$ cat src/sv/two_voice_adsr_on_time_envelope_defines.svh
// Assertion macros for the two-voice ADSR on-time envelope.
// Define ASSERT_OFF to compile every check out; no other dependencies.
`ifndef TWO_VOICE_ADSR_ON_TIME_ENVELOPE_DEFINES_SVH
`define TWO_VOICE_ADSR_ON_TIME_ENVELOPE_DEFINES_SVH

`ifndef ASSERT_OFF

// Consequent must hold in the same cycle as the antecedent
`define TVA_ASSERT_SAME(lbl, clk, rst, ante, cons) \
   lbl: assert property (@(posedge clk) disable iff (rst) (ante) |-> (cons)) \
      else $error("assertion failed");

// Consequent must hold in the cycle after the antecedent
`define TVA_ASSERT_NEXT(lbl, clk, rst, ante, cons) \
   lbl: assert property (@(posedge clk) disable iff (rst) (ante) |=> (cons)) \
      else $error("assertion failed");

`else

`define TVA_ASSERT_SAME(lbl, clk, rst, ante, cons)
`define TVA_ASSERT_NEXT(lbl, clk, rst, ante, cons)

`endif

`endif

$ cat src/sv/tva_pkg.sv
// Shared types, constants and the sustain level table for the envelope block.
// Used by the controller, the datapath and the top level; no dependencies.
`timescale 1ns / 1ps

package tva_pkg;

   // Fixed field widths
   localparam int OP_W             = 2;
   localparam int ONTIME_W         = 16;
   localparam int PHASE_W          = 3;
   localparam int COEF_W           = 18;
   localparam int DECAY_COEF_W     = 17;
   localparam int RELEASE_COEF_W   = 17;
   localparam int LEVEL_W          = 7;
   localparam int CSR_IDX_W        = 3;
   localparam int CSR_DATA_W       = 18;
   localparam int VOICES_DEFAULT   = 2;

   // Fixed-point format of the multiplier
   localparam int FRAC_BITS        = 16;
   localparam int MULT_W           = FRAC_BITS + 2;
   localparam int PROD_W           = MULT_W + COEF_W;
   localparam int CMP_W            = (MULT_W > COEF_W) ? MULT_W : COEF_W;
   localparam int DEC_W            = MULT_W + LEVEL_W;
   localparam int LEVEL_FULL       = 100;
   localparam int MILLI_DIV        = 1000;
   localparam int MILLI_ROUND      = MILLI_DIV / 2;
   localparam int LEVEL_ENTRIES    = 2 ** LEVEL_W;

   localparam logic [MULT_W-1:0] ONE_FX     = MULT_W'(1) << FRAC_BITS;
   localparam logic [MULT_W-1:0] MULT_MAX   = '1;
   localparam logic [MULT_W-1:0] START_MULT =
      MULT_W'(((64'd1 << FRAC_BITS) + 64'(MILLI_ROUND)) / 64'(MILLI_DIV));

   // Register reset values
   localparam logic [COEF_W-1:0]         ATTACK_COEF_RESET  = COEF_W'(65536);
   localparam logic [RELEASE_COEF_W-1:0] RELEASE_COEF_RESET = RELEASE_COEF_W'(65536);

   typedef enum logic [OP_W-1:0] {
      OP_TICK       = 2'd0,
      OP_NOTE_START = 2'd1,
      OP_NOTE_STOP  = 2'd2,
      OP_ALL_OFF    = 2'd3
   } op_type;

   typedef enum logic [PHASE_W-1:0] {
      PH_OFF     = 3'd0,
      PH_ATTACK  = 3'd1,
      PH_DECAY   = 3'd2,
      PH_SUSTAIN = 3'd3,
      PH_RELEASE = 3'd4
   } phase_type;

   typedef enum logic [CSR_IDX_W-1:0] {
      CSR_MIN_ON_TIME     = 3'd0,
      CSR_ATTACK_COEF     = 3'd1,
      CSR_DECAY_COEF      = 3'd2,
      CSR_RELEASE_COEF    = 3'd3,
      CSR_SUSTAIN_ENABLED = 3'd4,
      CSR_SUSTAIN_LEVEL   = 3'd5
   } csr_index_type;

   typedef struct packed {
      logic [OP_W-1:0]     operation;
      logic                voice;
      logic [ONTIME_W-1:0] requested_on_time;
   } req_payload_type;

   typedef struct packed {
      logic [ONTIME_W-1:0] on_time_first;
      logic [ONTIME_W-1:0] on_time_second;
      logic [PHASE_W-1:0]  phase_first;
      logic [PHASE_W-1:0]  phase_second;
      logic                any_active;
   } rsp_payload_type;

   // Controller to datapath
   typedef struct packed {
      logic      capture;
      logic      apply_event;
      logic      set_phase;
      phase_type phase_val;
      logic      load_start;
      logic      clear_out;
      logic      mul_scale;
      logic      scale_update;
      logic      mul_out;
      logic      out_update;
      logic      voice_next;
      logic      load_rsp;
   } dp_cmd_type;

   // Datapath to controller
   typedef struct packed {
      phase_type phase;
      logic      req_zero;
      logic      sus_en;
      logic      last_voice;
      logic      tick;
   } dp_status_type;

   // Sustain multiplier per level code, levels above full scale clamped
   typedef logic [LEVEL_ENTRIES-1:0][MULT_W-1:0] sustain_table_type;

   function automatic sustain_table_type build_sustain_table();
      sustain_table_type t;
      longint unsigned   lvl;
      for (int i = 0; i < LEVEL_ENTRIES; i++) begin
         lvl  = (i > LEVEL_FULL) ? 64'(LEVEL_FULL) : 64'(i);
         t[i] = MULT_W'((lvl << FRAC_BITS) / 64'(LEVEL_FULL));
      end
      return t;
   endfunction

   localparam sustain_table_type SUSTAIN_TABLE = build_sustain_table();

endpackage

$ cat src/sv/two_voice_adsr_on_time_envelope.sv
// Two-voice ADSR on-time envelope. Each transaction is one event (tick, note start, note stop or
// all off) and gives exactly one result showing both voices after the event. An event other
// than a tick is applied in the dispatch state and its result registered in the response state,
// after which the input is freed; a tick steps each voice through an evaluate step and, where
// the phase needs it, two multiply-and-use pairs on the single shared 18x18 multiplier. One
// transaction is in work at a time, and the next is accepted while the previous result waits in
// the output register; a result still waiting when the next one is ready holds the block for as
// long as the receiver stalls. The user must write configuration through the csr_ port only
// while the block is idle; the block itself does not enforce this.
`timescale 1ns / 1ps
`include "two_voice_adsr_on_time_envelope_defines.svh"

module two_voice_adsr_on_time_envelope #(
   parameter int VOICES = tva_pkg::VOICES_DEFAULT
) (
   input  logic                            clock,
   input  logic                            reset,
   input  logic                            req_valid,
   output logic                            req_stall,
   input  tva_pkg::req_payload_type        req_payload,
   output logic                            rsp_valid,
   input  logic                            rsp_stall,
   output tva_pkg::rsp_payload_type        rsp_payload,
   input  logic                            csr_wr_en,
   input  logic [tva_pkg::CSR_IDX_W-1:0]   csr_index,
   input  logic [tva_pkg::CSR_DATA_W-1:0]  csr_wdata
);

   tva_pkg::dp_cmd_type    cmd;
   tva_pkg::dp_status_type status;
   logic                   rsp_nonzero;

   // Sequencer
   tva_ctrl u_ctrl (
      .clock     (clock),
      .reset     (reset),
      .req_valid (req_valid),
      .req_stall (req_stall),
      .rsp_valid (rsp_valid),
      .rsp_stall (rsp_stall),
      .cmd       (cmd),
      .status    (status)
   );

   // Envelope state and arithmetic
   tva_datapath #(
      .VOICES (VOICES)
   ) u_datapath (
      .clock       (clock),
      .reset       (reset),
      .cmd         (cmd),
      .status      (status),
      .req_payload (req_payload),
      .csr_wr_en   (csr_wr_en),
      .csr_index   (csr_index),
      .csr_wdata   (csr_wdata),
      .rsp_payload (rsp_payload)
   );

   // Either on-time of the result is nonzero
   assign rsp_nonzero = (rsp_payload.on_time_first != '0) || (rsp_payload.on_time_second != '0);

   // A transaction taken in makes the block busy in the next cycle
   `TVA_ASSERT_NEXT(a_busy_after_accept, clock, reset, req_valid && !req_stall, req_stall)

   // A result appears only at the end of work on a transaction
   `TVA_ASSERT_SAME(a_rsp_from_work, clock, reset, $rose(rsp_valid), $past(req_stall))

   // The activity flag agrees with the on-times it summarises
   `TVA_ASSERT_SAME(a_any_active, clock, reset, rsp_valid, rsp_payload.any_active == rsp_nonzero)

endmodule

$ cat src/sv/tva_ctrl.sv
// Sequencing controller: accepts a transaction, steps the datapath through
// the voices with the shared multiplier, and holds the result register flag.
// Depends on tva_pkg.
`timescale 1ns / 1ps

module tva_ctrl (
   input  logic                   clock,
   input  logic                   reset,
   input  logic                   req_valid,
   output logic                   req_stall,
   output logic                   rsp_valid,
   input  logic                   rsp_stall,
   output tva_pkg::dp_cmd_type    cmd,
   input  tva_pkg::dp_status_type status
);

   typedef enum logic [2:0] {
      ST_IDLE,
      ST_DISPATCH,
      ST_EVAL,
      ST_SCALE_MUL,
      ST_SCALE_USE,
      ST_OUT_MUL,
      ST_OUT_USE,
      ST_RESP
   } state_type;

   state_type state_ff, state_in;
   logic      req_stall_ff;
   logic      rsp_valid_ff, rsp_valid_in;
   logic      voice_done;

   // Next state and commands
   always_comb begin
      cmd        = '0;
      state_in   = state_ff;
      voice_done = 1'b0;
      case (state_ff)
         ST_IDLE: begin
            if (req_valid && !req_stall_ff) begin
               cmd.capture = 1'b1;
               state_in    = ST_DISPATCH;
            end
         end
         ST_DISPATCH: begin
            if (status.tick) begin
               state_in = ST_EVAL;
            end else begin
               cmd.apply_event = 1'b1;
               state_in        = ST_RESP;
            end
         end
         ST_EVAL: begin
            case (status.phase)
               tva_pkg::PH_OFF: begin
                  if (status.req_zero) begin
                     cmd.clear_out = 1'b1;
                     voice_done    = 1'b1;
                  end else begin
                     cmd.set_phase  = 1'b1;
                     cmd.phase_val  = tva_pkg::PH_ATTACK;
                     cmd.load_start = 1'b1;
                     state_in       = ST_SCALE_MUL;
                  end
               end
               tva_pkg::PH_ATTACK: begin
                  if (status.req_zero) begin
                     cmd.set_phase = 1'b1;
                     cmd.phase_val = tva_pkg::PH_RELEASE;
                  end
                  state_in = ST_SCALE_MUL;
               end
               tva_pkg::PH_DECAY: begin
                  if (status.req_zero) begin
                     cmd.set_phase = 1'b1;
                     cmd.phase_val = tva_pkg::PH_RELEASE;
                     state_in      = ST_SCALE_MUL;
                  end else if (status.sus_en) begin
                     state_in = ST_SCALE_MUL;
                  end else begin
                     voice_done = 1'b1;
                  end
               end
               tva_pkg::PH_SUSTAIN: begin
                  if (status.req_zero) begin
                     cmd.set_phase = 1'b1;
                     cmd.phase_val = tva_pkg::PH_RELEASE;
                     state_in      = ST_SCALE_MUL;
                  end else begin
                     voice_done = 1'b1;
                  end
               end
               tva_pkg::PH_RELEASE: begin
                  if (status.req_zero) begin
                     state_in = ST_SCALE_MUL;
                  end else begin
                     // a new note during release puts the voice back into attack
                     cmd.set_phase = 1'b1;
                     cmd.phase_val = tva_pkg::PH_ATTACK;
                     voice_done    = 1'b1;
                  end
               end
               default: begin
                  cmd.set_phase = 1'b1;
                  cmd.phase_val = tva_pkg::PH_OFF;
                  voice_done    = 1'b1;
               end
            endcase
         end
         ST_SCALE_MUL: begin
            cmd.mul_scale = 1'b1;
            state_in      = ST_SCALE_USE;
         end
         ST_SCALE_USE: begin
            cmd.scale_update = 1'b1;
            state_in         = ST_OUT_MUL;
         end
         ST_OUT_MUL: begin
            cmd.mul_out = 1'b1;
            state_in    = ST_OUT_USE;
         end
         ST_OUT_USE: begin
            cmd.out_update = 1'b1;
            voice_done     = 1'b1;
         end
         ST_RESP: begin
            // load the result once the output register is free
            if (!rsp_valid_ff || !rsp_stall) begin
               cmd.load_rsp = 1'b1;
               state_in     = ST_IDLE;
            end
         end
         default: begin
            state_in = ST_IDLE;
         end
      endcase

      // Advance to the next voice or finish the tick
      if (voice_done) begin
         if (status.last_voice) begin
            state_in = ST_RESP;
         end else begin
            cmd.voice_next = 1'b1;
            state_in       = ST_EVAL;
         end
      end
   end

   assign rsp_valid_in = cmd.load_rsp || (rsp_valid_ff && rsp_stall);

   // Hold state and registered handshake outputs
   always_ff @(posedge clock) begin
      if (reset) begin
         state_ff     <= ST_IDLE;
         req_stall_ff <= 1'b1;
         rsp_valid_ff <= 1'b0;
      end else begin
         state_ff     <= state_in;
         req_stall_ff <= (state_in != ST_IDLE);
         rsp_valid_ff <= rsp_valid_in;
      end
   end

   assign req_stall = req_stall_ff;
   assign rsp_valid = rsp_valid_ff;

endmodule

$ cat src/sv/tva_datapath.sv
// Datapath: configuration registers, per-voice envelope state, the shared
// multiplier with its product register, and the result register.
// Depends on tva_pkg.
`timescale 1ns / 1ps

module tva_datapath #(
   parameter int VOICES = tva_pkg::VOICES_DEFAULT
) (
   input  logic                            clock,
   input  logic                            reset,
   input  tva_pkg::dp_cmd_type             cmd,
   output tva_pkg::dp_status_type          status,
   input  tva_pkg::req_payload_type        req_payload,
   input  logic                            csr_wr_en,
   input  logic [tva_pkg::CSR_IDX_W-1:0]   csr_index,
   input  logic [tva_pkg::CSR_DATA_W-1:0]  csr_wdata,
   output tva_pkg::rsp_payload_type        rsp_payload
);

   localparam int VIDX_W  = (VOICES > 1) ? $clog2(VOICES) : 1;
   localparam int SHIFT_W = tva_pkg::PROD_W - tva_pkg::FRAC_BITS;
   localparam int SUM_W   = SHIFT_W + 1;

   // Configuration registers
   logic [tva_pkg::ONTIME_W-1:0]       min_on_time_ff;
   logic [tva_pkg::COEF_W-1:0]         attack_coef_ff;
   logic [tva_pkg::DECAY_COEF_W-1:0]   decay_coef_ff;
   logic [tva_pkg::RELEASE_COEF_W-1:0] release_coef_ff;
   logic                               sustain_en_ff;
   logic [tva_pkg::LEVEL_W-1:0]        sustain_level_ff;

   // Captured transaction
   tva_pkg::op_type              item_op_ff;
   logic                         item_voice_ff;
   logic [tva_pkg::ONTIME_W-1:0] item_req_ff;
   logic                         item_ok;

   // Per-voice state
   tva_pkg::phase_type           phase_ff [0:VOICES-1];
   tva_pkg::phase_type           phase_in [0:VOICES-1];
   logic [tva_pkg::MULT_W-1:0]   mult_ff  [0:VOICES-1];
   logic [tva_pkg::MULT_W-1:0]   mult_in  [0:VOICES-1];
   logic [tva_pkg::ONTIME_W-1:0] req_ff   [0:VOICES-1];
   logic [tva_pkg::ONTIME_W-1:0] req_in   [0:VOICES-1];
   logic [tva_pkg::ONTIME_W-1:0] last_ff  [0:VOICES-1];
   logic [tva_pkg::ONTIME_W-1:0] last_in  [0:VOICES-1];
   logic [tva_pkg::ONTIME_W-1:0] env_ff   [0:VOICES-1];
   logic [tva_pkg::ONTIME_W-1:0] env_in   [0:VOICES-1];

   logic [VIDX_W-1:0] voice_ff;

   // Current voice and arithmetic
   tva_pkg::phase_type           cur_phase;
   logic [tva_pkg::MULT_W-1:0]   cur_mult;
   logic [tva_pkg::ONTIME_W-1:0] req_sel;
   logic [tva_pkg::COEF_W-1:0]   coef_sel;
   logic [tva_pkg::COEF_W-1:0]   mul_b;
   logic                         coef_is_one;
   logic                         release_is_one;
   logic [tva_pkg::PROD_W-1:0]   prod_ff;
   logic [SHIFT_W-1:0]           prod_shift;
   logic [tva_pkg::MULT_W-1:0]   scaled_mult;
   logic [tva_pkg::LEVEL_W-1:0]  level_clamp;
   logic                         below_sustain;
   logic [tva_pkg::MULT_W-1:0]   scale_mult_new;
   tva_pkg::phase_type           scale_phase_new;
   logic [SUM_W-1:0]             ot_sum;
   logic [tva_pkg::ONTIME_W-1:0] on_time_new;
   logic                         release_end;

   logic [tva_pkg::ONTIME_W-1:0] second_env;
   tva_pkg::phase_type           second_phase;
   tva_pkg::rsp_payload_type     rsp_ff;

   // Configuration writes
   always_ff @(posedge clock) begin
      if (reset) begin
         min_on_time_ff   <= '0;
         attack_coef_ff   <= tva_pkg::ATTACK_COEF_RESET;
         decay_coef_ff    <= '0;
         release_coef_ff  <= tva_pkg::RELEASE_COEF_RESET;
         sustain_en_ff    <= 1'b0;
         sustain_level_ff <= '0;
      end else if (csr_wr_en) begin
         case (tva_pkg::csr_index_type'(csr_index))
            tva_pkg::CSR_MIN_ON_TIME:
               min_on_time_ff <= csr_wdata[tva_pkg::ONTIME_W-1:0];
            tva_pkg::CSR_ATTACK_COEF:
               attack_coef_ff <= csr_wdata[tva_pkg::COEF_W-1:0];
            tva_pkg::CSR_DECAY_COEF:
               decay_coef_ff <= csr_wdata[tva_pkg::DECAY_COEF_W-1:0];
            tva_pkg::CSR_RELEASE_COEF:
               release_coef_ff <= csr_wdata[tva_pkg::RELEASE_COEF_W-1:0];
            tva_pkg::CSR_SUSTAIN_ENABLED:
               sustain_en_ff <= csr_wdata[0];
            tva_pkg::CSR_SUSTAIN_LEVEL:
               sustain_level_ff <= csr_wdata[tva_pkg::LEVEL_W-1:0];
            default: ;
         endcase
      end
   end

   // Capture the transaction
   always_ff @(posedge clock) begin
      if (cmd.capture) begin
         item_op_ff    <= tva_pkg::op_type'(req_payload.operation);
         item_voice_ff <= req_payload.voice;
         item_req_ff   <= req_payload.requested_on_time;
      end
   end

   // Drop note events for a voice that is not built
   assign item_ok = (VOICES > 1) || !item_voice_ff;

   // Voice counter
   always_ff @(posedge clock) begin
      if (reset) begin
         voice_ff <= '0;
      end else if (cmd.capture) begin
         voice_ff <= '0;
      end else if (cmd.voice_next) begin
         voice_ff <= voice_ff + VIDX_W'(1);
      end
   end

   // Current voice view
   assign cur_phase = phase_ff[voice_ff];
   assign cur_mult  = mult_ff[voice_ff];
   assign req_sel   = (cur_phase == tva_pkg::PH_RELEASE) ? last_ff[voice_ff] : req_ff[voice_ff];

   // Coefficient of the current phase
   always_comb begin
      case (cur_phase)
         tva_pkg::PH_ATTACK:  coef_sel = attack_coef_ff;
         tva_pkg::PH_DECAY:   coef_sel = tva_pkg::COEF_W'(decay_coef_ff);
         tva_pkg::PH_RELEASE: coef_sel = tva_pkg::COEF_W'(release_coef_ff);
         default:             coef_sel = '0;
      endcase
   end

   assign coef_is_one    = tva_pkg::CMP_W'(coef_sel) == tva_pkg::CMP_W'(tva_pkg::ONE_FX);
   assign release_is_one = tva_pkg::CMP_W'(release_coef_ff) == tva_pkg::CMP_W'(tva_pkg::ONE_FX);

   // Shared multiplier: multiplier times coefficient, or times request
   assign mul_b = cmd.mul_scale ? coef_sel : tva_pkg::COEF_W'(req_sel);

   always_ff @(posedge clock) begin
      if (cmd.mul_scale || cmd.mul_out) begin
         prod_ff <= tva_pkg::PROD_W'(cur_mult) * tva_pkg::PROD_W'(mul_b);
      end
   end

   assign prod_shift  = prod_ff[tva_pkg::PROD_W-1:tva_pkg::FRAC_BITS];
   assign scaled_mult = (|prod_shift[SHIFT_W-1:tva_pkg::MULT_W]) ? tva_pkg::MULT_MAX
                                                                 : prod_shift[tva_pkg::MULT_W-1:0];

   // Decay end test against the clamped sustain level
   assign level_clamp = (sustain_level_ff > tva_pkg::LEVEL_W'(tva_pkg::LEVEL_FULL))
                        ? tva_pkg::LEVEL_W'(tva_pkg::LEVEL_FULL) : sustain_level_ff;
   assign below_sustain =
      (tva_pkg::DEC_W'(scaled_mult) * tva_pkg::DEC_W'(tva_pkg::LEVEL_FULL))
      < (tva_pkg::DEC_W'(level_clamp) << tva_pkg::FRAC_BITS);

   // New multiplier and phase after scaling
   always_comb begin
      scale_mult_new  = scaled_mult;
      scale_phase_new = cur_phase;
      case (cur_phase)
         tva_pkg::PH_ATTACK: begin
            if ((scaled_mult > tva_pkg::ONE_FX) || coef_is_one) begin
               scale_mult_new  = tva_pkg::ONE_FX;
               scale_phase_new = tva_pkg::PH_DECAY;
            end
         end
         tva_pkg::PH_DECAY: begin
            if (below_sustain || coef_is_one) begin
               scale_mult_new  = tva_pkg::SUSTAIN_TABLE[sustain_level_ff];
               scale_phase_new = tva_pkg::PH_SUSTAIN;
            end
         end
         default: ;
      endcase
   end

   // On-time from the product, saturated
   assign ot_sum      = SUM_W'(prod_shift) + SUM_W'(min_on_time_ff);
   assign on_time_new = (|ot_sum[SUM_W-1:tva_pkg::ONTIME_W]) ? '1
                                                            : ot_sum[tva_pkg::ONTIME_W-1:0];
   assign release_end = (cur_phase == tva_pkg::PH_RELEASE)
                        && ((on_time_new == min_on_time_ff) || release_is_one);

   // Next voice state
   always_comb begin
      for (int v = 0; v < VOICES; v++) begin
         phase_in[v] = phase_ff[v];
         mult_in[v]  = mult_ff[v];
         req_in[v]   = req_ff[v];
         last_in[v]  = last_ff[v];
         env_in[v]   = env_ff[v];

         if (cmd.apply_event) begin
            case (item_op_ff)
               tva_pkg::OP_NOTE_START: begin
                  if (item_ok && (VIDX_W'(v) == VIDX_W'(item_voice_ff))) begin
                     req_in[v]   = item_req_ff;
                     phase_in[v] = tva_pkg::PH_OFF;
                  end
               end
               tva_pkg::OP_NOTE_STOP: begin
                  if (item_ok && (VIDX_W'(v) == VIDX_W'(item_voice_ff))) begin
                     last_in[v] = req_ff[v];
                     req_in[v]  = '0;
                  end
               end
               tva_pkg::OP_ALL_OFF: begin
                  req_in[v] = '0;
               end
               default: ;
            endcase
         end

         if (VIDX_W'(v) == voice_ff) begin
            if (cmd.set_phase) begin
               phase_in[v] = cmd.phase_val;
            end
            if (cmd.load_start) begin
               mult_in[v] = tva_pkg::START_MULT;
            end
            if (cmd.clear_out) begin
               env_in[v] = '0;
            end
            if (cmd.scale_update) begin
               mult_in[v]  = scale_mult_new;
               phase_in[v] = scale_phase_new;
            end
            if (cmd.out_update) begin
               if (release_end) begin
                  mult_in[v]  = '0;
                  env_in[v]   = '0;
                  phase_in[v] = tva_pkg::PH_OFF;
               end else begin
                  env_in[v] = on_time_new;
               end
            end
         end
      end
   end

   // Hold voice state
   always_ff @(posedge clock) begin
      if (reset) begin
         for (int v = 0; v < VOICES; v++) begin
            phase_ff[v] <= tva_pkg::PH_OFF;
            mult_ff[v]  <= '0;
            req_ff[v]   <= '0;
            last_ff[v]  <= '0;
            env_ff[v]   <= '0;
         end
      end else begin
         for (int v = 0; v < VOICES; v++) begin
            phase_ff[v] <= phase_in[v];
            mult_ff[v]  <= mult_in[v];
            req_ff[v]   <= req_in[v];
            last_ff[v]  <= last_in[v];
            env_ff[v]   <= env_in[v];
         end
      end
   end

   // Second voice shows as silent when only one is built
   if (VOICES > 1) begin : g_second
      assign second_env   = env_ff[1];
      assign second_phase = phase_ff[1];
   end else begin : g_single
      assign second_env   = '0;
      assign second_phase = tva_pkg::PH_OFF;
   end

   // Result register
   always_ff @(posedge clock) begin
      if (cmd.load_rsp) begin
         rsp_ff.on_time_first  <= env_ff[0];
         rsp_ff.on_time_second <= second_env;
         rsp_ff.phase_first    <= phase_ff[0];
         rsp_ff.phase_second   <= second_phase;
         rsp_ff.any_active     <= (env_ff[0] != '0) || (second_env != '0);
      end
   end

   assign rsp_payload = rsp_ff;

   // Status to the controller
   assign status.phase      = cur_phase;
   assign status.req_zero   = (req_ff[voice_ff] == '0);
   assign status.sus_en     = sustain_en_ff;
   assign status.last_voice = (voice_ff == VIDX_W'(VOICES - 1));
   assign status.tick       = (item_op_ff == tva_pkg::OP_TICK);

endmodule
$ cat config.mk
export PLATFORM = sky130hd
export DESIGN_NAME = two_voice_adsr_on_time_envelope
export DESIGN_NICKNAME = d
export VERILOG_FILES = /design/src/sv/tva_pkg.sv /design/src/sv/two_voice_adsr_on_time_envelope.sv /design/src/sv/tva_ctrl.sv /design/src/sv/tva_datapath.sv
export VERILOG_INCLUDE_DIRS = /design/src /design/src/sv
export SDC_FILE = /design/constraint.sdc
export NUM_CORES = 2
export LEC_CHECK = 0
export ABC_CLOCK_PERIOD_IN_PS = 17800
export BUFFER_PORTS_ARGS = -buffer_cell sky130_fd_sc_hd__buf_2
export CELL_PAD_IN_SITES_DETAIL_PLACEMENT = 1
export CELL_PAD_IN_SITES_GLOBAL_PLACEMENT = 2
export CORE_ASPECT_RATIO = 0.6
export CORE_MARGIN = 3
export CORE_UTILIZATION = 37
export CTS_CLUSTER_DIAMETER = 40
export DETAILED_ROUTE_END_ITERATION = 6
export GPL_TIMING_DRIVEN = 1
export PLACE_DENSITY_LB_ADDON = 0.1
export SETUP_SLACK_MARGIN = 0.05
export SYNTH_ARGS = -nofsm -noshare
export SYNTH_HDL_FRONTEND = slang
export SYNTH_SLANG_ARGS = --single-unit
$ cat constraint.sdc
create_clock -name clock -period 17.8 [get_ports clock]
set_input_delay 1.78 -clock clock [delete_from_list [all_inputs] [get_ports clock]]
set_output_delay 1.78 -clock clock [all_outputs]
set_load 0.02 [all_outputs]
==> results.md <==
- Using the TritonRoute via totals, the vias-per-cell ratio works out to 5.69.
- The initial antenna violation count is 5.
- Entering global routing, the biggest net connects 86 pins.
- The dominant combinational cell family by area after synthesis is adder cells.
- At the end of routability-driven placement, the weighted congestion stood at 0.890.
- The transition time at the pin with the least slew margin is 1.24 ns.
- The kind of cell with the highest combined delay on the critical path is adder cells.
- The Yosys warning count is 0.
- The pre-CTS setup slack is 8.35 ns.
- The worst hold path passes through 0 cells.
- The number of standard cells after synthesis is 3104.
- The cell area reported after detailed placement is 0.0293 mm2.
- VDD sags by at most 60.5 uV.
- Counting flops and latches in the post-synthesis netlist gives 316.
- The via count of the first global-routing pass is 24300.
- The global-route wire length before repair is 157000 um.
- Together, buffers and inverters on the worst path number 7.
- Post-CTS repair changed the size of 0 cells.
- The startpoint of the most critical hold path is u_datapath.env_ff[0][18].
- The final number of max-transition violations came to 0.
- The residual antenna-violating net count after detailed routing is 0.
- The sum of net half-perimeters after detailed placement is 82000 um.
- The largest stage delay on the critical path is 0.83 ns.
- The biggest area contributor in the post-synthesis netlist is sky130_fd_sc_hd__fa_1.
- For this block, the via count after detailed routing is 23600.
- The clock transition time at the flip-flop clock pins of the worst setup and hold paths is 0.06 ns.
- The endpoint class of the critical path is a flip-flop.
- Counting every net in the synthesized netlist gives 3624.
- The die covers 0.0787 mm2.
- The number of endpoints with negative hold slack in the final report is 0.
- The final worst-path cycle share is 53.2%.
- The overall routing resource usage is 26.3%.
- The total overflow left after global routing is 0.
- The total non-filler cell area in the finished layout is 0.0307 mm2.
- For the final database, setup skew stands at 0.0257 ns.
- Averaged over all synthesized cells, the footprint is 8.98 um2.
- The number of DRC markers after the initial detailed-route iteration is 2052.
- Among all flip-flop cells after synthesis, the most frequent one is sky130_fd_sc_hd__dfxtp_1.
- In this run the number of cells on the critical path is 31.
- From synthesis to final layout, the design area changed by 10.2%.
- The hold buffer count at CTS is 0.
- Cells fill 41.4% of the core in the end.
- After detailed routing, the number of remaining DRC violations is 0.
- Once routing completed, OpenROAD measured the worst setup slack at 8.32 ns.
- The most numerous cell on the critical path is sky130_fd_sc_hd__fa_1.
- The die outline height is 219 um.
- The worst setup path is of the reg -> reg kind.
- 86 I/O pins were placed.
- The maximum operating frequency is 106 MHz.
- The first TritonRoute pass finished after 5 iterations.
- The quantity of I/O buffers inserted on ports is 85.
- In this run the worst path has a maximum fanout of 53.
- The share of the synthesized netlist area taken by xor and xnor gates is 1.70%.
- In this run the post-CTS setup repair buffer count came out at 0.
- Of the total synthesized cell area, the portion taken by AND, OR, NAND and NOR gates is 17.3%.
- The tree is rooted in a sky130_fd_sc_hd__clkbuf_16.
- Counting distinct cell types in the post-synthesis netlist gives 93.
- The sequential-to-total area share from yosys stat is 26.7%.
- The slowest library cell on the worst path is sky130_fd_sc_hd__a221oi_1.
- Headroom to the max-slew limit came out at 17.0%.
- The cell area after synthesis is 0.0279 mm2.
- The average wire per standard cell is 25.0 um.
- The final antenna diode count is 0.
- TritonCTS built the clock tree.
- In the final design database the tool counted 3645 nets.
- The longest clock path from root to sink contains 3 buffers.
- The kind of start point of the critical path is a flip-flop.
- The max-cap violation count is 0.
- The sum of negative setup slack is 0 ns.
- Leaving out fill and tap cells, the most frequent cells in the layout are 468 x sky130_fd_sc_hd__nand2_1, 333 x sky130_fd_sc_hd__inv_1, 270 x sky130_fd_sc_hd__nor2_1.
- The most frequent standard cell in the layout excluding fill and tap cells is sky130_fd_sc_hd__nand2_1.
- Clock tree synthesis inserted a total of 42 buffers.
- The worst hold-check path type is reg -> reg.
- Of all flip-flops after synthesis, the portion carrying an async set or reset was 0%.
- At the worst endpoint, the required time is 18.12 ns.
- The synthesized netlist devotes 28.6% of its cell area to adder and majority cells.
- The synthesized design contains 110 enable-type register cells.
- The final count of negative-setup-slack endpoints is 0.
- Counting I/O delays and the setup requirement, the final critical path takes 9.48 ns.
- The total length of routed wires is 103000 um.
- The run finished with clean final reports.
- The static leakage is 13.3 nW.
- The fraction of post-synthesis cell area in the top cell type by area is 19.2%.
- The share of post-route cells with drive strength above 1 is 9.40%.
- The clock drives 316 sinks.
- The arrival time reported for the critical path endpoint is 9.79 ns.
- The floorplan die width is 360 um.
- The fraction of synthesized area in multiplexers is 4.67%.
- The effective utilization at floorplan is 37.6%.
- Sorting the synthesized cells by area gives the leading types as sky130_fd_sc_hd__fa_1 19%, sky130_fd_sc_hd__dfxtp_1 15%, sky130_fd_sc_hd__edfxtp_1 12%.
- The later pin in the worst-skew pair is clocked with a latency of 0.59 ns.
- The region available for standard cell placement spans 0.0741 mm2.
- The H-tree depth is 2.
- The initialized floorplan defines 77 standard-cell rows.
- After filler insertion, the fill cell instance count of the layout stands at 8577.
- Setup repair after global routing left no endpoint under its margin.
- The depth of the most critical reg-to-reg path is 31.
- Dividing total power by cell area gives a power density of 83.7 mW/mm2.
- Summing the areas of all compound-gate instances in the mapped netlist gives 14.0% of the synthesized area.
cell type report:
type	count	area (um2)	share of cell area (%)
well taps	987	1230	4.02
clock buffers	49	1130	3.68
clock inverters	29	277	0.901
multi-input cells	2286	18500	60.3
flip-flops and latches	316	7430	24.2
inverters	338	1270	4.13
repair buffers	141	848	2.76
per-stage QoR:
stage | std cells | hold WS [ns] | power, W
final | 4146 | 0.460 | 0.00257
after detailed placement | 4068 | 0.454 | 0.00171
after floorplan | 3104 | 0.431 | 0.00139
after global placement | 4068 | 0.452 | 0.00168
after global routing | 4146 | 0.469 | 0.00270
after CTS | 4146 | 0.463 | 0.00257
path summary, 6_finish.rpt:
path	end	slack, ns
worst max-delay path	u_datapath.prod_ff[34]	8.32
worst min-delay path	u_datapath.rsp_payload[9]	0.46
worst max register to register	u_datapath.prod_ff[34]	8.32
worst min register to register	u_datapath.rsp_payload[9]	0.46
state kept, by name, summed over array words and instances, names as in the netlist, 16 cells and up, named ones only:
register                    cells
u_datapath.req_ff              32
u_datapath.last_ff             32
u_datapath.attack_coef_ff      18
u_datapath.rsp_payload         39
u_datapath.decay_coef_ff       17
u_datapath.item_req_ff         16
u_datapath.prod_ff             20
u_datapath.mult_ff             36
u_datapath.min_on_time_ff      16
u_datapath.env_ff              32
u_datapath.release_coef_ff     17
layer usage:
metal  routed length, um  track usage, %  vias to the layer above  part of all wire (%)
li1                    -               -                    10600                     -
met1               53400            42.2                    12100                    52
met2               39500            34.9                      811                    38
met3                8790            6.51                      109                   8.5
met4                1730            4.83                        2                   1.7
met5                  12               0                        -                 0.012
worst reg2reg max path: cells and delay by family, from the launching register on:
family / cells / cell delay, ns
xor gates and xnor gates: 1 / 0.09
and+or+nand+nor: 7 / 1.03
DFF: 1 / 0.43
AOI/OAI and AO/OA: 8 / 2.28
buffers and inverters: 7 / 1.55
muxes: 1 / 0.54
adders and majority gates: 7 / 3.32
power breakdown:
part	switching, W	internal (W)	total (W)
clock	0.000360	0.000495	0.000855
sequential	0.0000604	0.000808	0.000868
combinational	0.000579	0.000266	0.000845
cells in the mapped netlist (all sizes together), types with 8 or more instances:
library cell  count
a211oi           29
and3             12
o211ai           30
a22oi            17
mux2             22
o221ai            9
nor3             27
nand4            23
nor4             24
a21o             19
inv             335
edfxtp          110
o21ai            93
clkbuf          128
a32o             32
mux2i            65
ha              208
nor2b            24
a311oi            8
a31oi            29
or3              26
and2             57
o22ai            45
a22o             20
mux4             17
a21oi           182
nand2           469
dfxtp           206
a221oi           10
fa              267
xor2             22
nand2b           31
o21a             18
xnor2            32
buf              36
nand3            53
or2              18
nor2            273
kinds of logic (layout without fill, tap and decap cells):
| group | Yosys count | after routing |
|---|---|---|
| compound gates | 587 | 587 |
| xor+xnor | 54 | 54 |
| mux | 104 | 104 |
| simple gates | 1064 | 1064 |
| flops | 316 | 316 |
| buf+inv | 502 | 557 |
| fa+ha+maj | 477 | 477 |
Note: power is estimated with default switching activity, not from simulation.
